==> src/sv/pslc_pkg.sv <==
// Shared types, constants and helpers for the pitch-shift loop controller.
// No dependencies; imported by pslc_div and pitch_shift_loop_controller_unit.
`default_nettype none

package pslc_pkg;

    // Divider operand widths: widest numerator is delta*32 + period
    localparam int DIV_NW = 37;
    localparam int DIV_DW = 17;

    // Default parameter values
    localparam int RING_DEPTH_DEF  = 32;
    localparam int URGENCY_MAX_DEF = 2;

    // Register reset values
    localparam logic [15:0] DELAY_STEP_RST  = 16'd32768;
    localparam logic [15:0] MIN_DELAY_RST   = 16'd64;
    localparam logic [15:0] LOWER_RST       = 16'd960;
    localparam logic [15:0] UPPER_RST       = 16'd2400;
    localparam logic [15:0] LOOP_FADE_RST   = 16'd480;
    localparam logic [15:0] ATTACK_FADE_RST = 16'd240;
    localparam logic [15:0] BAIL_FADE_RST   = 16'd960;
    localparam logic [7:0]  MARGIN_FRAC_RST = 8'd26;

    localparam logic [15:0] GAIN_ONE = 16'd32768;

    // Configuration register indexes
    typedef enum logic [2:0] {
        CFG_DELAY_STEP  = 3'd0,
        CFG_MIN_DELAY   = 3'd1,
        CFG_LOWER       = 3'd2,
        CFG_UPPER       = 3'd3,
        CFG_LOOP_FADE   = 3'd4,
        CFG_ATTACK_FADE = 3'd5,
        CFG_BAIL_FADE   = 3'd6,
        CFG_MARGIN_FRAC = 3'd7
    } cfg_idx_t;

    // Sequencer states
    typedef enum logic [3:0] {
        S_IDLE,
        S_RAMP,
        S_GAIN,
        S_EVENTS,
        S_HEAD,
        S_HCHK,
        S_TDIV,
        S_BASE,
        S_MUL,
        S_SCAN_RD,
        S_SCAN_CHK,
        S_KDIV,
        S_BAIL,
        S_DONE
    } state_t;

    // Divider request and response
    typedef struct packed {
        logic              start;
        logic [DIV_NW-1:0] num;
        logic [DIV_DW-1:0] den;
    } div_req_t;

    typedef struct packed {
        logic              done;
        logic [DIV_NW-1:0] quo;
        logic [DIV_DW-1:0] rem;
    } div_rsp_t;

    // Saturating add of a Q0.16 step to a Q16.16 delay
    function automatic logic [31:0] sat_add(input logic [31:0] d, input logic [15:0] s);
        logic [32:0] r;
        begin
            r = {1'b0, d} + {17'd0, s};
            sat_add = r[32] ? 32'hFFFF_FFFF : r[31:0];
        end
    endfunction

    // Fade length of zero is taken as one
    function automatic logic [15:0] fix_len(input logic [15:0] l);
        begin
            fix_len = (l == 16'd0) ? 16'd1 : l;
        end
    endfunction

endpackage

`default_nettype wire

==> src/sv/pslc_div.sv <==
// Restoring radix-2 divider shared by the gain, urgency and period-ratio steps.
// Depends on pslc_pkg for operand widths and the request/response structs.
`default_nettype none

module pslc_div (
    input  wire logic               clk,
    input  wire logic               rst_n,
    input  wire pslc_pkg::div_req_t req,
    output pslc_pkg::div_rsp_t      rsp
);
    import pslc_pkg::*;

    localparam int CNT_W = $clog2(DIV_NW + 1);

    logic              busy_reg;
    logic              done_reg;
    logic [CNT_W-1:0]  cnt_reg;
    logic [DIV_NW-1:0] quo_reg;
    logic [DIV_DW-1:0] rem_reg;
    logic [DIV_DW-1:0] den_reg;

    logic [DIV_DW:0]   shifted;
    logic [DIV_DW:0]   diff;

    // One quotient bit per cycle
    always_comb
    begin
        shifted = {rem_reg, quo_reg[DIV_NW-1]};
        diff    = shifted - {1'b0, den_reg};
    end

    // Control: start, count down, pulse done
    always_ff @(posedge clk or negedge rst_n)
    begin
        if (!rst_n)
        begin
            busy_reg <= 1'b0;
            done_reg <= 1'b0;
            cnt_reg  <= '0;
        end
        else
        begin
            done_reg <= 1'b0;
            if (req.start)
            begin
                busy_reg <= 1'b1;
                cnt_reg  <= CNT_W'(DIV_NW);
            end
            else if (busy_reg)
            begin
                cnt_reg <= cnt_reg - 1'b1;
                if (cnt_reg == CNT_W'(1))
                begin
                    busy_reg <= 1'b0;
                    done_reg <= 1'b1;
                end
            end
        end
    end

    // Datapath: shift and subtract
    always_ff @(posedge clk)
    begin
        if (req.start)
        begin
            quo_reg <= req.num;
            rem_reg <= '0;
            den_reg <= req.den;
        end
        else if (busy_reg)
        begin
            if (!diff[DIV_DW])
            begin
                rem_reg <= diff[DIV_DW-1:0];
                quo_reg <= {quo_reg[DIV_NW-2:0], 1'b1};
            end
            else
            begin
                rem_reg <= shifted[DIV_DW-1:0];
                quo_reg <= {quo_reg[DIV_NW-2:0], 1'b0};
            end
        end
    end

    assign rsp.done = done_reg;
    assign rsp.quo  = quo_reg;
    assign rsp.rem  = rem_reg;

endmodule

`default_nettype wire

==> src/sv/pitch_shift_loop_controller_unit.sv <==
// Pitch-shift loop controller top level: sequencer, tap state, crossing ring.
// Depends on pslc_pkg and pslc_div.
//
//  channel | signals                         | direction | word
//  --------+---------------------------------+-----------+---------------------------
//  sample  | sample_valid / sample_ready     | in        | zero_cross .. period_valid
//  result  | result_valid / result_ready     | out       | tap delays, gains, flags
//  cfg     | cfg_we, cfg_index, cfg_data     | in        | one register write
//
// An item ramps the taps, records events, reads the oldest crossing and may scan
// the ring, plus one divider pass each: for the fade gain while a fade runs, for
// the urgency (then S_BASE and S_MUL for the margin) at most once per item when
// the period gate is active and UPPER exceeds LOWER, and for a gated candidate.
// Each ring entry goes through the registered read port; a step that drops entries
// without a jump rescans the ring, so the worst case is on the order of RING_DEPTH
// squared entry reads, bounded by the shared divider and the single ring read port.
// Reset needs no clearing pass; the ring is read only where written. A finished
// word waits in the output register while the next sample word is taken.
`default_nettype none

module pitch_shift_loop_controller_unit #(
    parameter int RING_DEPTH  = pslc_pkg::RING_DEPTH_DEF,
    parameter int URGENCY_MAX = pslc_pkg::URGENCY_MAX_DEF
) (
    input  wire logic        clk,
    input  wire logic        rst_n,
    input  wire logic        sample_valid,
    output logic             sample_ready,
    input  wire logic        zero_cross,
    input  wire logic        attack,
    input  wire logic [15:0] period,
    input  wire logic [15:0] period_spread,
    input  wire logic        period_valid,
    output logic             result_valid,
    input  wire logic        result_ready,
    output logic [31:0]      tap_one_delay,
    output logic [31:0]      tap_two_delay,
    output logic [15:0]      tap_one_gain,
    output logic [15:0]      tap_two_gain,
    output logic [31:0]      latency,
    output logic             loop_fired,
    output logic             current_tap,
    output logic             bailout_fired,
    output logic             gate_chose,
    input  wire logic        cfg_we,
    input  wire logic [2:0]  cfg_index,
    input  wire logic [15:0] cfg_data
);
    import pslc_pkg::*;

    localparam int RW       = $clog2(RING_DEPTH);
    localparam int CW       = $clog2(RING_DEPTH + 1);
    localparam int IW       = RW + 2;
    localparam int MULT_W   = 17 + $clog2(URGENCY_MAX);
    localparam int BASE_W   = 24;
    localparam int MARGIN_W = BASE_W + MULT_W - 16;
    localparam int MIS_W    = (MARGIN_W > 24) ? MARGIN_W : 24;
    localparam logic [MULT_W-1:0] URG_M1 = MULT_W'(URGENCY_MAX - 1);

    // Configuration registers
    logic [15:0] step_reg, min_delay_reg, lower_reg, upper_reg;
    logic [15:0] loop_len_reg, atk_len_reg, bail_len_reg;
    logic [7:0]  mfrac_reg;

    // Sequencer and block state
    state_t      state_reg, state_next;
    logic        zc_reg, zc_next, atk_reg, atk_next, gate_reg, gate_next;
    logic [15:0] period_reg, period_next, spread_reg, spread_next;
    logic [31:0] count_reg, count_next;
    logic [31:0] tap0_reg, tap0_next, tap1_reg, tap1_next;
    logic [15:0] gain0_reg, gain0_next, gain1_reg, gain1_next;
    logic        act_reg, act_next, fading_reg, fading_next;
    logic [15:0] elapsed_reg, elapsed_next, flen_reg, flen_next;
    logic [RW-1:0] head_reg, head_next;
    logic [CW-1:0] rcount_reg, rcount_next, i_reg, i_next;
    logic [31:0] head_at_reg, head_at_next;
    logic        fb_found_reg, fb_found_next, cand_fb_reg, cand_fb_next;
    logic [31:0] fb_d_reg, fb_d_next, cand_d_reg, cand_d_next;
    logic        margin_done_reg, margin_done_next;
    logic [16:0] t_reg, t_next;
    logic [BASE_W-1:0]   base_reg, base_next;
    logic [MULT_W-1:0]   mult_reg, mult_next;
    logic [MARGIN_W-1:0] margin_reg, margin_next;
    logic        loop_f_reg, loop_f_next, bail_f_reg, bail_f_next, gate_f_reg, gate_f_next;

    // Output register
    logic        result_valid_reg;
    logic [31:0] out_tap0_reg, out_tap1_reg, out_lat_reg;
    logic [15:0] out_gain0_reg, out_gain1_reg;
    logic        out_loop_reg, out_act_reg, out_bail_reg, out_gate_reg;
    logic        out_load;

    // Crossing ring
    logic [31:0]   ring [RING_DEPTH];
    logic [31:0]   ring_q_reg;
    logic          ring_we;
    logic [RW-1:0] ring_waddr, ring_raddr;
    logic [31:0]   ring_wdata;

    // Divider
    div_req_t div_req;
    div_rsp_t div_rsp;

    // Fade start request
    logic        fs_go;
    logic [31:0] fs_delay;
    logic [15:0] fs_len;

    // Shared combinational values
    logic [31:0]   dt;
    logic [IW-1:0] hsum, ssum;
    logic [RW-1:0] oldest_idx, scan_idx;

    pslc_div u_div (
        .clk   (clk),
        .rst_n (rst_n),
        .req   (div_req),
        .rsp   (div_rsp)
    );

    // Active delay and ring addressing
    always_comb
    begin
        dt   = act_reg ? tap1_reg : tap0_reg;
        hsum = IW'(head_reg) + IW'(RING_DEPTH) - IW'(rcount_reg);
        if (hsum >= IW'(RING_DEPTH))
            hsum = hsum - IW'(RING_DEPTH);
        oldest_idx = hsum[RW-1:0];
        ssum = IW'(oldest_idx) + IW'(i_reg);
        if (ssum >= IW'(RING_DEPTH))
            ssum = ssum - IW'(RING_DEPTH);
        scan_idx = ssum[RW-1:0];
    end

    // Configuration writes
    always_ff @(posedge clk or negedge rst_n)
    begin
        if (!rst_n)
        begin
            step_reg      <= DELAY_STEP_RST;
            min_delay_reg <= MIN_DELAY_RST;
            lower_reg     <= LOWER_RST;
            upper_reg     <= UPPER_RST;
            loop_len_reg  <= LOOP_FADE_RST;
            atk_len_reg   <= ATTACK_FADE_RST;
            bail_len_reg  <= BAIL_FADE_RST;
            mfrac_reg     <= MARGIN_FRAC_RST;
        end
        else if (cfg_we)
        begin
            unique case (cfg_idx_t'(cfg_index))
                CFG_DELAY_STEP:  step_reg      <= cfg_data;
                CFG_MIN_DELAY:   min_delay_reg <= cfg_data;
                CFG_LOWER:       lower_reg     <= cfg_data;
                CFG_UPPER:       upper_reg     <= cfg_data;
                CFG_LOOP_FADE:   loop_len_reg  <= cfg_data;
                CFG_ATTACK_FADE: atk_len_reg   <= cfg_data;
                CFG_BAIL_FADE:   bail_len_reg  <= cfg_data;
                CFG_MARGIN_FRAC: mfrac_reg     <= cfg_data[7:0];
                default:         ;
            endcase
        end
    end

    // Ring memory: one write port, one registered read port
    always_ff @(posedge clk)
    begin
        if (ring_we)
            ring[ring_waddr] <= ring_wdata;
        ring_q_reg <= ring[ring_raddr];
    end

    // State register
    always_ff @(posedge clk or negedge rst_n)
    begin
        if (!rst_n)
            state_reg <= S_IDLE;
        else
            state_reg <= state_next;
    end

    // Next state and datapath
    always_comb
    begin
        logic [31:0] ramp0, ramp1, hd, delta;
        logic [15:0] el1, g;
        logic [RW-1:0] h;
        logic [CW-1:0] c;
        logic        brk;
        logic [49:0] nd;
        logic [31:0] ndv;
        logic [16:0] rdiff;
        logic [15:0] mis;
        logic [BASE_W-1:0] prod_base, sb;
        logic [BASE_W+MULT_W-1:0] prod;

        state_next       = state_reg;
        zc_next          = zc_reg;
        atk_next         = atk_reg;
        gate_next        = gate_reg;
        period_next      = period_reg;
        spread_next      = spread_reg;
        count_next       = count_reg;
        tap0_next        = tap0_reg;
        tap1_next        = tap1_reg;
        gain0_next       = gain0_reg;
        gain1_next       = gain1_reg;
        act_next         = act_reg;
        fading_next      = fading_reg;
        elapsed_next     = elapsed_reg;
        flen_next        = flen_reg;
        head_next        = head_reg;
        rcount_next      = rcount_reg;
        i_next           = i_reg;
        head_at_next     = head_at_reg;
        fb_found_next    = fb_found_reg;
        fb_d_next        = fb_d_reg;
        cand_d_next      = cand_d_reg;
        cand_fb_next     = cand_fb_reg;
        margin_done_next = margin_done_reg;
        t_next           = t_reg;
        base_next        = base_reg;
        mult_next        = mult_reg;
        margin_next      = margin_reg;
        loop_f_next      = loop_f_reg;
        bail_f_next      = bail_f_reg;
        gate_f_next      = gate_f_reg;

        sample_ready = 1'b0;
        out_load     = 1'b0;
        div_req      = '0;
        ring_we      = 1'b0;
        ring_waddr   = head_reg;
        ring_wdata   = count_reg;
        ring_raddr   = oldest_idx;
        fs_go        = 1'b0;
        fs_delay     = {min_delay_reg, 16'd0};
        fs_len       = loop_len_reg;

        ramp0 = sat_add(tap0_reg, step_reg);
        ramp1 = sat_add(tap1_reg, step_reg);
        el1   = elapsed_reg + 16'd1;
        g     = div_rsp.quo[15:0];
        h     = head_reg;
        c     = rcount_reg;
        hd    = count_reg - ring_q_reg;
        brk   = hd[31] || ({hd[30:0], 16'd0} < {15'd0, dt});
        delta = ring_q_reg - head_at_reg;
        nd    = {18'd0, dt} - {{2{delta[31]}}, delta, 16'd0};
        ndv   = (nd[48:32] != 17'd0) ? 32'hFFFF_FFFF : nd[31:0];
        rdiff = (div_rsp.rem >= {1'b0, period_reg}) ? div_rsp.rem - {1'b0, period_reg}
                                                    : {1'b0, period_reg} - div_rsp.rem;
        mis   = rdiff[16:1];
        prod_base = BASE_W'(mfrac_reg) * BASE_W'(period_reg);
        sb        = {spread_reg, 8'd0};
        prod      = (BASE_W+MULT_W)'(base_reg) * (BASE_W+MULT_W)'(mult_reg);

        unique case (state_reg)
            S_IDLE:
            begin
                sample_ready = 1'b1;
                if (sample_valid)
                begin
                    zc_next          = zero_cross;
                    atk_next         = attack;
                    period_next      = period;
                    spread_next      = period_spread;
                    gate_next        = period_valid && (period > 16'd16);
                    count_next       = count_reg + 32'd1;
                    loop_f_next      = 1'b0;
                    bail_f_next      = 1'b0;
                    gate_f_next      = 1'b0;
                    margin_done_next = 1'b0;
                    state_next       = S_RAMP;
                end
            end

            // Ramp the taps and advance the fade
            S_RAMP:
            begin
                state_next = S_EVENTS;
                if (fading_reg)
                begin
                    tap0_next    = ramp0;
                    tap1_next    = ramp1;
                    elapsed_next = el1;
                    if (el1 >= flen_reg)
                    begin
                        act_next    = ~act_reg;
                        fading_next = 1'b0;
                        if (act_reg)
                        begin
                            gain0_next = GAIN_ONE;
                            gain1_next = 16'd0;
                            tap1_next  = 32'd0;
                        end
                        else
                        begin
                            gain1_next = GAIN_ONE;
                            gain0_next = 16'd0;
                            tap0_next  = 32'd0;
                        end
                    end
                    else
                    begin
                        div_req.start = 1'b1;
                        div_req.num   = DIV_NW'({el1, 15'd0});
                        div_req.den   = DIV_DW'(flen_reg);
                        state_next    = S_GAIN;
                    end
                end
                else if (act_reg)
                    tap1_next = ramp1;
                else
                    tap0_next = ramp0;
            end

            // Linear gains from the divider
            S_GAIN:
            begin
                if (div_rsp.done)
                begin
                    if (act_reg)
                    begin
                        gain0_next = g;
                        gain1_next = GAIN_ONE - g;
                    end
                    else
                    begin
                        gain1_next = g;
                        gain0_next = GAIN_ONE - g;
                    end
                    state_next = S_EVENTS;
                end
            end

            // Attack flush and crossing record
            S_EVENTS:
            begin
                if (atk_reg)
                begin
                    h      = '0;
                    c      = '0;
                    fs_go  = 1'b1;
                    fs_len = atk_len_reg;
                end
                if (zc_reg)
                begin
                    ring_we    = 1'b1;
                    ring_waddr = h;
                    h = (h == RW'(RING_DEPTH - 1)) ? '0 : h + 1'b1;
                    if (c != CW'(RING_DEPTH))
                        c = c + 1'b1;
                end
                head_next   = h;
                rcount_next = c;
                state_next  = S_HEAD;
            end

            // Read the oldest crossing
            S_HEAD:
            begin
                if (rcount_reg == '0)
                    state_next = S_BAIL;
                else
                    state_next = S_HCHK;
            end

            S_HCHK:
            begin
                head_at_next = ring_q_reg;
                if (brk)
                    state_next = S_BAIL;
                else if (fading_reg)
                begin
                    rcount_next = rcount_reg - 1'b1;
                    state_next  = S_HEAD;
                end
                else if ((dt > {lower_reg, 16'd0}) && (rcount_reg >= CW'(2)))
                begin
                    i_next        = rcount_reg - 1'b1;
                    fb_found_next = 1'b0;
                    if (gate_reg && !margin_done_reg)
                    begin
                        if (upper_reg == lower_reg)
                        begin
                            t_next     = 17'd65536;
                            state_next = S_BASE;
                        end
                        else if (upper_reg < lower_reg)
                        begin
                            t_next     = 17'd0;
                            state_next = S_BASE;
                        end
                        else
                        begin
                            div_req.start = 1'b1;
                            div_req.num   = DIV_NW'(dt - {lower_reg, 16'd0});
                            div_req.den   = DIV_DW'(upper_reg - lower_reg);
                            state_next    = S_TDIV;
                        end
                    end
                    else
                        state_next = S_SCAN_RD;
                end
                else
                begin
                    rcount_next = rcount_reg - 1'b1;
                    state_next  = S_HEAD;
                end
            end

            // Urgency, clamped to one
            S_TDIV:
            begin
                if (div_rsp.done)
                begin
                    t_next = (div_rsp.quo > DIV_NW'(65536)) ? 17'd65536 : div_rsp.quo[16:0];
                    state_next = S_BASE;
                end
            end

            S_BASE:
            begin
                base_next  = (sb > prod_base) ? sb : prod_base;
                mult_next  = MULT_W'(65536) + MULT_W'(t_reg) * URG_M1;
                state_next = S_MUL;
            end

            S_MUL:
            begin
                margin_next      = prod[BASE_W+MULT_W-1:16];
                margin_done_next = 1'b1;
                state_next       = S_SCAN_RD;
            end

            // Walk from the newest crossing toward the oldest
            S_SCAN_RD:
            begin
                ring_raddr = scan_idx;
                if (i_reg == '0)
                begin
                    rcount_next = rcount_reg - 1'b1;
                    if (fb_found_reg)
                    begin
                        fs_go       = 1'b1;
                        fs_delay    = fb_d_reg;
                        loop_f_next = 1'b1;
                        state_next  = S_BAIL;
                    end
                    else
                        state_next = S_HEAD;
                end
                else
                    state_next = S_SCAN_CHK;
            end

            S_SCAN_CHK:
            begin
                if ($signed(nd) < $signed({18'd0, min_delay_reg, 16'd0}))
                begin
                    i_next     = i_reg - 1'b1;
                    state_next = S_SCAN_RD;
                end
                else
                begin
                    if (!fb_found_reg)
                    begin
                        fb_found_next = 1'b1;
                        fb_d_next     = ndv;
                    end
                    cand_d_next  = ndv;
                    cand_fb_next = !fb_found_reg;
                    if (!gate_reg)
                    begin
                        fs_go       = 1'b1;
                        fs_delay    = ndv;
                        loop_f_next = 1'b1;
                        rcount_next = rcount_reg - 1'b1;
                        state_next  = S_BAIL;
                    end
                    else if (delta[31] || (delta == 32'd0))
                    begin
                        i_next     = i_reg - 1'b1;
                        state_next = S_SCAN_RD;
                    end
                    else
                    begin
                        div_req.start = 1'b1;
                        div_req.num   = DIV_NW'({delta[30:0], 5'd0}) + DIV_NW'(period_reg);
                        div_req.den   = {period_reg, 1'b0};
                        state_next    = S_KDIV;
                    end
                end
            end

            // Period alignment check of one candidate
            S_KDIV:
            begin
                if (div_rsp.done)
                begin
                    if ((div_rsp.quo == '0) ||
                        (MIS_W'({mis, 8'd0}) > MIS_W'(margin_reg)))
                    begin
                        i_next     = i_reg - 1'b1;
                        state_next = S_SCAN_RD;
                    end
                    else
                    begin
                        fs_go       = 1'b1;
                        fs_delay    = cand_d_reg;
                        loop_f_next = 1'b1;
                        gate_f_next = !cand_fb_reg;
                        rcount_next = rcount_reg - 1'b1;
                        state_next  = S_BAIL;
                    end
                end
            end

            // Over-threshold reset
            S_BAIL:
            begin
                if (!fading_reg && (dt > {upper_reg, 16'd0}))
                begin
                    fs_go       = 1'b1;
                    fs_len      = bail_len_reg;
                    head_next   = '0;
                    rcount_next = '0;
                    bail_f_next = 1'b1;
                end
                state_next = S_DONE;
            end

            S_DONE:
            begin
                if (!result_valid_reg || result_ready)
                begin
                    out_load   = 1'b1;
                    state_next = S_IDLE;
                end
            end

            default: state_next = S_IDLE;
        endcase

        // Start a cross-fade toward the idle tap
        if (fs_go)
        begin
            if (act_reg)
            begin
                tap0_next  = fs_delay;
                gain0_next = 16'd0;
                if (!fading_reg)
                    gain1_next = GAIN_ONE;
            end
            else
            begin
                tap1_next  = fs_delay;
                gain1_next = 16'd0;
                if (!fading_reg)
                    gain0_next = GAIN_ONE;
            end
            fading_next  = 1'b1;
            elapsed_next = 16'd0;
            flen_next    = fix_len(fs_len);
        end
    end

    // Control state
    always_ff @(posedge clk or negedge rst_n)
    begin
        if (!rst_n)
        begin
            count_reg       <= 32'd0;
            tap0_reg        <= {MIN_DELAY_RST, 16'd0};
            tap1_reg        <= 32'd0;
            gain0_reg       <= GAIN_ONE;
            gain1_reg       <= 16'd0;
            act_reg         <= 1'b0;
            fading_reg      <= 1'b0;
            elapsed_reg     <= 16'd0;
            flen_reg        <= 16'd1;
            head_reg        <= '0;
            rcount_reg      <= '0;
            margin_done_reg <= 1'b0;
            loop_f_reg      <= 1'b0;
            bail_f_reg      <= 1'b0;
            gate_f_reg      <= 1'b0;
            fb_found_reg    <= 1'b0;
        end
        else
        begin
            count_reg       <= count_next;
            tap0_reg        <= tap0_next;
            tap1_reg        <= tap1_next;
            gain0_reg       <= gain0_next;
            gain1_reg       <= gain1_next;
            act_reg         <= act_next;
            fading_reg      <= fading_next;
            elapsed_reg     <= elapsed_next;
            flen_reg        <= flen_next;
            head_reg        <= head_next;
            rcount_reg      <= rcount_next;
            margin_done_reg <= margin_done_next;
            loop_f_reg      <= loop_f_next;
            bail_f_reg      <= bail_f_next;
            gate_f_reg      <= gate_f_next;
            fb_found_reg    <= fb_found_next;
        end
    end

    // Working payload
    always_ff @(posedge clk)
    begin
        zc_reg      <= zc_next;
        atk_reg     <= atk_next;
        gate_reg    <= gate_next;
        period_reg  <= period_next;
        spread_reg  <= spread_next;
        i_reg       <= i_next;
        head_at_reg <= head_at_next;
        fb_d_reg    <= fb_d_next;
        cand_d_reg  <= cand_d_next;
        cand_fb_reg <= cand_fb_next;
        t_reg       <= t_next;
        base_reg    <= base_next;
        mult_reg    <= mult_next;
        margin_reg  <= margin_next;
    end

    // Output word: hold until taken
    always_ff @(posedge clk or negedge rst_n)
    begin
        if (!rst_n)
            result_valid_reg <= 1'b0;
        else if (out_load)
            result_valid_reg <= 1'b1;
        else if (result_ready)
            result_valid_reg <= 1'b0;
    end

    always_ff @(posedge clk)
    begin
        if (out_load)
        begin
            out_tap0_reg  <= tap0_next;
            out_tap1_reg  <= tap1_next;
            out_gain0_reg <= gain0_next;
            out_gain1_reg <= gain1_next;
            out_lat_reg   <= act_next ? tap1_next : tap0_next;
            out_loop_reg  <= loop_f_next;
            out_act_reg   <= act_next;
            out_bail_reg  <= bail_f_next;
            out_gate_reg  <= gate_f_next;
        end
    end

    assign result_valid  = result_valid_reg;
    assign tap_one_delay = out_tap0_reg;
    assign tap_two_delay = out_tap1_reg;
    assign tap_one_gain  = out_gain0_reg;
    assign tap_two_gain  = out_gain1_reg;
    assign latency       = out_lat_reg;
    assign loop_fired    = out_loop_reg;
    assign current_tap   = out_act_reg;
    assign bailout_fired = out_bail_reg;
    assign gate_chose    = out_gate_reg;

    // Gains together never exceed full scale; a restart mid-fade drops the incoming one
    a_gain_sum: assert property (@(posedge clk) disable iff (!rst_n)
        ({1'b0, gain0_reg} + {1'b0, gain1_reg}) <= {1'b0, GAIN_ONE})
        else $error("tap gains exceed full scale");

    // A loop jump and a bailout never start in the same sample
    a_excl: assert property (@(posedge clk) disable iff (!rst_n)
        result_valid_reg |-> !(out_loop_reg && out_bail_reg))
        else $error("loop and bailout in one word");

    // Period gate choice only comes with a loop jump
    a_gate: assert property (@(posedge clk) disable iff (!rst_n)
        (result_valid_reg && out_gate_reg) |-> out_loop_reg)
        else $error("gate flag without loop jump");

    // Ring fill never exceeds its depth
    a_fill: assert property (@(posedge clk) disable iff (!rst_n)
        rcount_reg <= CW'(RING_DEPTH))
        else $error("ring count overflow");

endmodule

`default_nettype wire
==> config.mk <==
export PLATFORM = sky130hd
export DESIGN_NAME = pitch_shift_loop_controller_unit
export DESIGN_NICKNAME = d
export VERILOG_FILES = /design/src/sv/pslc_pkg.sv /design/src/sv/pslc_div.sv /design/src/sv/pitch_shift_loop_controller_unit.sv
export SDC_FILE = /design/constraint.sdc
export NUM_CORES = 2
export LEC_CHECK = 0
export BUFFER_PORTS_ARGS = -buffer_cell sky130_fd_sc_hd__clkbuf_2
export CORE_ASPECT_RATIO = 1.2
export CORE_MARGIN = 2
export CORE_UTILIZATION = 60
export CTS_BUF_LIST = sky130_fd_sc_hd__clkbuf_8
export CTS_CLUSTER_DIAMETER = 150
export DETAILED_ROUTE_END_ITERATION = 16
export MAX_ROUTING_LAYER = met4
export PLACE_DENSITY = 0.77
export SLEW_MARGIN = 15
export SYNTH_ARGS = -nofsm -noshare
export SYNTH_HDL_FRONTEND = slang
export SYNTH_SLANG_ARGS = --single-unit
==> constraint.sdc <==
create_clock -name clk -period 23.5 [get_ports clk]
set_input_delay 1.175 -clock clk [delete_from_list [all_inputs] [get_ports clk]]
set_output_delay 1.175 -clock clk [all_outputs]
set_load 0.02 [all_outputs]
* Word level (Yosys, flattened, before mapping) *
Memories as Yosys holds them, arrays and structs flattened. A register that Yosys moved wholly into a read port is not among the register bits.
Cells that the tools add are included.

storage, ports and cells
  register bits after elaboration = 737
  memory bits (writable) = 1024
  bits of input ports = 59
  output and inout port bits = 134
  word-level logic and storage cells = 382
  memories = 1

memories
  name  words  width  read ports  clocked after memory_dff  wr ports  RTL line                                source
  ring  32     32     1           1                         1         pitch_shift_loop_controller_unit.sv:94  logic [31:0] ring [RING_DEPTH];

cells by class
  $add $sub $neg = 25
  multiply operators = 2
  $lt $le $gt $ge = 14
  equality and inequality tests = 43
  muxes and demuxes = 188
  bitwise gates (word level) = 3
  reduce and logical (&&, ||, !) cells = 50

operators with widths
  operator                                                          count
  2-to-1 mux 32 bit                                                 25
  2-to-1 mux 55 bit                                                 11
  2-to-1 mux 16 bit                                                 22
  2-to-1 mux 17 bit                                                 10
  one-hot mux 55 bit (3 select lines)                               1
  2-to-1 mux 6 bit                                                  23
  one-hot mux 16 bit (2 select lines)                               3
  one-hot mux 32 bit (3 select lines)                               1
  2-to-1 mux 37 bit                                                 2
  adder 32 x 16 -> 33 bit                                           2
  greater-than comparator 32 bit                                    2
  subtractor 32 bit                                                 2
  one-hot mux 4 bit (14 select lines)                               1
  2-to-1 mux 1 bit                                                  52
  2-to-1 mux 5 bit                                                  10
  < comparator 49 x 33 -> 1 bit                                     1
  subtractor 33 x 48 -> 49 bit                                      1
  2-to-1 mux 4 bit                                                  12
  < comparator 47 x 32 -> 1 bit                                     1
  multiplier 24 x 18 -> 42 bit                                      1
  adder 36 x 16 -> 37 bit                                           1
  greater-than comparator 37 x 17 -> 1 bit (second input constant)  1
  zero test 37 bit                                                  1
  one-hot mux 6 bit (6 select lines)                                1
  67 further kinds                                                  138

* Logic depth before layout (Yosys ltp) *
  word-level depth = 10
  gate-level depth with buffers = 38
  gate-level depth less buffers = 35

* Cells and area by module *
From an unflattened synthesis, not the netlist that was laid out.

unflattened totals
  cell total of the unflattened synthesis = 8550
  area, all modules = 102789.8 µm²

by module, submodules not included
  module                            instances  cells each  area an instance (µm²)  sequential area each (µm²)
  pitch_shift_loop_controller_unit  1          8203        98644.6                 49667.6
  pslc_div                          1          347         4145.2                  2162.1

* Least setup slack after synthesis *
Ideal clock, no wire load.

  kind = input to register
  start point = input port result_ready
  end point = register out_bail_reg (netlist: bailout_fired), enable pin
  library setup time = 0.785 ns
  arrival = 10.122 ns
  required time = 22.715 ns
  slack = 12.593 ns
  cell stages on the path = 2
  cell sequence = nor2b_1 -> nor3_1

between the ends
  cells in the longest elaborated chain, start to end = 3

RTL lines
  element                 RTL line                                 source
  start: declaration      pitch_shift_loop_controller_unit.sv:35   input wire logic result_ready,
  logical OR 1 bit        pitch_shift_loop_controller_unit.sv:536  if (!result_valid_reg || result_ready)
  2-to-1 mux 1 bit        pitch_shift_loop_controller_unit.sv:536
  2-to-1 mux 1 bit        pitch_shift_loop_controller_unit.sv:258  unique case (state_reg)
  via out_load            pitch_shift_loop_controller_unit.sv:91   logic out_load;
  end signal: assignment  pitch_shift_loop_controller_unit.sv:653  out_bail_reg <= bail_f_next;
  end: declaration        pitch_shift_loop_controller_unit.sv:90   logic out_loop_reg, out_act_reg, out_bail_reg, out_gate_reg;

The timed path passes the listed nets, and every way through them passes these cells.
A chain may end at the register's enable or synchronous reset.

* Worst setup path after layout *
  start point = register period_reg[1]
  end point = register out_tap1_reg[4] (netlist: tap_two_delay[4]) (data pin)

between the ends
  cells in the longest elaborated chain, start to end = 9
  elaborated cells between the ends (all ways) = 14
  classes of those cells = add/sub (2); order compare (2); mux (9); reduce/logical (1)

RTL lines
  element                                               RTL line                                 source
  start: declaration                                    pitch_shift_loop_controller_unit.sv:68   logic [15:0] period_reg, period_next, spread_reg, spread_next;
  start signal: assignment                              pitch_shift_loop_controller_unit.sv:618  period_reg <= period_next;
  subtractor 16 x 17 -> 17 bit (tied with other cells)  pitch_shift_loop_controller_unit.sv:252  : {1'b0, period_reg} - div_rsp.rem;
  2-to-1 mux 17 bit (*)                                 pitch_shift_loop_controller_unit.sv:251  rdiff = (div_rsp.rem >= {1'b0, period_reg}) ? div_rsp.rem - {1'b0, period_reg}
  greater-than comparator 24 x 26 -> 1 bit (*)          pitch_shift_loop_controller_unit.sv:503  (MIS_W'({mis, 8'd0}) > MIS_W'(margin_reg)))
  logical OR 1 bit (*)                                  pitch_shift_loop_controller_unit.sv:502  if ((div_rsp.quo == '0) ||
  2-to-1 mux 32 bit                                     pitch_shift_loop_controller_unit.sv:502
  2-to-1 mux 32 bit                                     pitch_shift_loop_controller_unit.sv:500  if (div_rsp.done)
  one-hot mux 32 bit (3 select lines)                   pitch_shift_loop_controller_unit.sv:258
  2-to-1 mux 32 bit                                     pitch_shift_loop_controller_unit.sv:549  if (act_reg)
  2-to-1 mux 32 bit (*)                                 pitch_shift_loop_controller_unit.sv:547  if (fs_go)
  via tap1_next[4]                                      pitch_shift_loop_controller_unit.sv:70   logic [31:0] tap0_reg, tap0_next, tap1_reg, tap1_next;
  end signal: assignment                                pitch_shift_loop_controller_unit.sv:647  out_tap1_reg <= tap1_next;
  end: declaration                                      pitch_shift_loop_controller_unit.sv:88   logic [31:0] out_tap0_reg, out_tap1_reg, out_lat_reg;

The timed path passes the listed nets; every way through them passes the cells marked *.

==> results.txt <==
* Worst-case clock skew: 89.6 ps
- Timing analysis after detailed placement gives a worst setup slack of 12870 ps.
* CTS-repair resized insts: 0
- Routed vias/inst: 6.32
- The routed layout has 70300 vias.
* Highest clock frequency the design can meet: 93.0 MHz
* Primary FF master, synth: sky130_fd_sc_hd__edfxtp_1
- The final count of pins violating max slew was 0.
- Measured along the y axis, the die boundary spans 456 um.
- Fraction of the yosys area taken by sequential cells: 50.7%
* Post-CTS setup-driven buffer insertion count: 0
* Placer's final routability congestion estimate: 0.989
- For this block, the initial DRC count from the detailed router was 7207.
* Port Buffer Count: 192
* Nets@finish: 9629
* Number of flip-flops under the largest register name: 1024
* Overflow after GRT: 0
* Cell count after placement: 10600
- Period utilisation layout: 45.8%
- Post-route non-filler standard cell count: 11100
- CP max stage cell: sky130_fd_sc_hd__nor2_4
- Counting flops and latches in the post-synthesis netlist gives 1793.
- The critical path contains buffers and inverters numbering 3 combined.
- Number of iterations in the first detailed-routing pass: 6
- The die covers 0.174 sq mm.
* CP Data Arrival Time: 11480 ps
- Worst R2R Start: period_reg[1]
* Area growth from synthesis to final layout: 8.91%
* Final critical path time including I/O delays and setup: 10750 ps
- Setup Total Neg Slack: 0 ps
- The tightest min-delay check is of the in -> async type.
- CTS clk-pin slew, worst paths: 70 ps
- Clock Root Buffer: sky130_fd_sc_hd__clkbuf_8
- Antenna violations before repair: 12
* Outcome: complete, no violations
- Avg WL per Cell: 25.8 um
- The HPWL after detailed placement is 192000 um.
* Number of H-tree levels: 5
* Global router's overall resource usage: 34.2%
- For the worst-skew pair, the clock arrives at the later sink with an insertion delay of 1060 ps.
* Top cells by instance count after synthesis: 1433 x sky130_fd_sc_hd__edfxtp_1, 1101 x sky130_fd_sc_hd__nand2_1, 807 x sky130_fd_sc_hd__inv_1, 468 x sky130_fd_sc_hd__ha_1, 447 x sky130_fd_sc_hd__fa_1
- Site Rows: 165
- Avg Cell Area, Syn: 12.1 sq um
* Number of different library cells in the post-synthesis netlist: 114
* CTS tree: done
- On the worst path, the slowest cell contributes a delay of 980 ps.
* Area of the mapped netlist: 0.102 sq mm
- Data required time at the worst endpoint: 24230 ps
- Highest net fanout along the worst path: 57
- The via count of the first global-routing pass came to 72000.
- Setup slack after layout: 12750 ps
- In this run the tightest slew margin relative to its limit is 20.0%.
- Final wirelength: 287000 um
- The worst setup path is launched from a flip-flop.
- The tool flagged a number of max-cap violations equal to 0.
- Leading cell type by number of instances after synthesis: sky130_fd_sc_hd__edfxtp_1
- In this run the count of I/O pins placed on the die edge is 193.
- For this run, the number of Yosys warnings is 0.
* Worst Setup End Kind: flip-flop
- In this run the standard cell core region covers 0.169 sq mm.
- Clk buf depth: 4
* Die X-Extent: 381 um
- Register-to-register path setup slack: 12750 ps
- Top cell type's share of synthesized area: 42.1%
* Ys async rst share: 17.3%
- The initial utilization of the core area, before any placement, comes to 60.5%.
- Final hold violation count: 0
- Counting the buffers created by CTS gives 299.
* Depth of the worst register-to-register path: 33
- By instance count, the cell type seen most on the critical path is sky130_fd_sc_hd__a21o_1.
- Cells with a size suffix above 1 make up 13.6% of the layout.
- At the pin with the least slew margin, the transition time is 1200 ps.
* Top cell family by delay on the critical path: compound AO/OA/AOI/OAI gates
- After detailed routing, the number of remaining DRC violations is 0.
* Endpoint of the worst-slack reg-to-reg timing path: tap_two_delay[4]
- Number of buffers inserted by hold repair at cts: 0
- The clock net in this run drives a total of 1793 sinks.
- Gate count after technology mapping: 8434
- Number of enable flip-flop cells after synthesis: 1433
- Setup repair after global routing missed its margin: false
- Cell taking the most area after synthesis: sky130_fd_sc_hd__edfxtp_1
* Final setup violation count: 0
- Total nets after synthesis: 9408
- Area contributors post-synth: sky130_fd_sc_hd__edfxtp_1 42%, sky130_fd_sc_hd__fa_1 8.8%, sky130_fd_sc_hd__dfrtp_1 6.9%
- Antenna Nets Post-Route: 0
- By startpoint and endpoint, the worst setup path is classified as reg -> reg.
* Pin count of the biggest net entering global routing: 146
- The first global-routing pass estimated 434000 um of wire.
* Number of filler cells placed in the layout: 12400
[metal layers]
layer / track usage, % / wire length (um) / vias up
met5: - / 0 / -
met4: 18.6 / 17700 / 0
met3: 5.69 / 22900 / 932
met2: 55.2 / 141000 / 3613
met1: 41.4 / 106000 / 35200
li1: - / - / 30600
[cell usage in the layout (no fill, tap or decap), types with 80 or more instances in the layout]
cell,netlist,layout
sky130_fd_sc_hd__o21ai_0,331,331
sky130_fd_sc_hd__xnor2_1,196,194
sky130_fd_sc_hd__a21o_1,100,99
sky130_fd_sc_hd__buf_4,5,108
sky130_fd_sc_hd__nand2_1,1101,1101
sky130_fd_sc_hd__fa_1,447,447
sky130_fd_sc_hd__mux2_2,121,121
sky130_fd_sc_hd__nand3_1,160,160
sky130_fd_sc_hd__inv_1,807,913
sky130_fd_sc_hd__nor3_1,87,81
sky130_fd_sc_hd__mux2i_1,110,110
sky130_fd_sc_hd__and2_1,219,219
sky130_fd_sc_hd__edfxtp_1,1433,1433
sky130_fd_sc_hd__clkbuf_2,0,191
sky130_fd_sc_hd__dfrtp_1,283,274
sky130_fd_sc_hd__xor2_1,80,80
sky130_fd_sc_hd__ha_1,468,468
sky130_fd_sc_hd__nor2_1,409,370
sky130_fd_sc_hd__clkbuf_8,0,321
sky130_fd_sc_hd__a21oi_1,301,297
sky130_fd_sc_hd__mux4_2,256,256
[stage by stage]
step,hold WS (ps),cell area (sq um),utilization (%)
global placement,403,106000,62.6
CTS,188,111000,65.9
detailed placement,406,106000,62.7
floorplan,400,102000,-
global route,255,111000,65.9
finish,223,111000,65.9
[final cells by class]
class	instances	area [sq um]	area share, %
Sequential cell	1793	51800	46.6
Multi-Input combinational cell	5441	46200	41.5
Clock buffer	321	4420	3.97
Inverter	813	3050	2.74
Tap cell	2254	2820	2.53
Timing Repair Buffer	307	1920	1.72
Clock inverter	185	1020	0.919
Antenna cell	9	22.5	0.0202
[worst max-delay path by stage]
| stage | from | to | slack [ps] | cells after the start |
|---|---|---|---|---|
| after floorplan | result_ready | bailout_fired | 12590 | 2 |
| after global placement | period_reg[1] | tap_two_delay[14] | 13030 | 33 |
| after detailed placement | period_reg[1] | tap_two_delay[23] | 12870 | 33 |
| after CTS | period_reg[1] | tap_two_delay[12] | 12850 | 33 |
| after global routing | period_reg[1] | tap_two_delay[14] | 12040 | 33 |
| final | period_reg[1] | tap_two_delay[4] | 12750 | 33 |
[cells by family after synthesis]
logic type | count (synthesis) | share of synthesized area (%)
compound gates | 1377 | 8.94
mux | 510 | 8.31
flops | 1793 | 50.7
fa+ha+maj | 916 | 14.5
xor+xnor | 276 | 2.37
buf+inv | 1200 | 4.48
simple gates | 2362 | 10.7
Power is not shown: default switching activity piles up to over one toggle a cycle in this logic, so the estimate is an artifact.
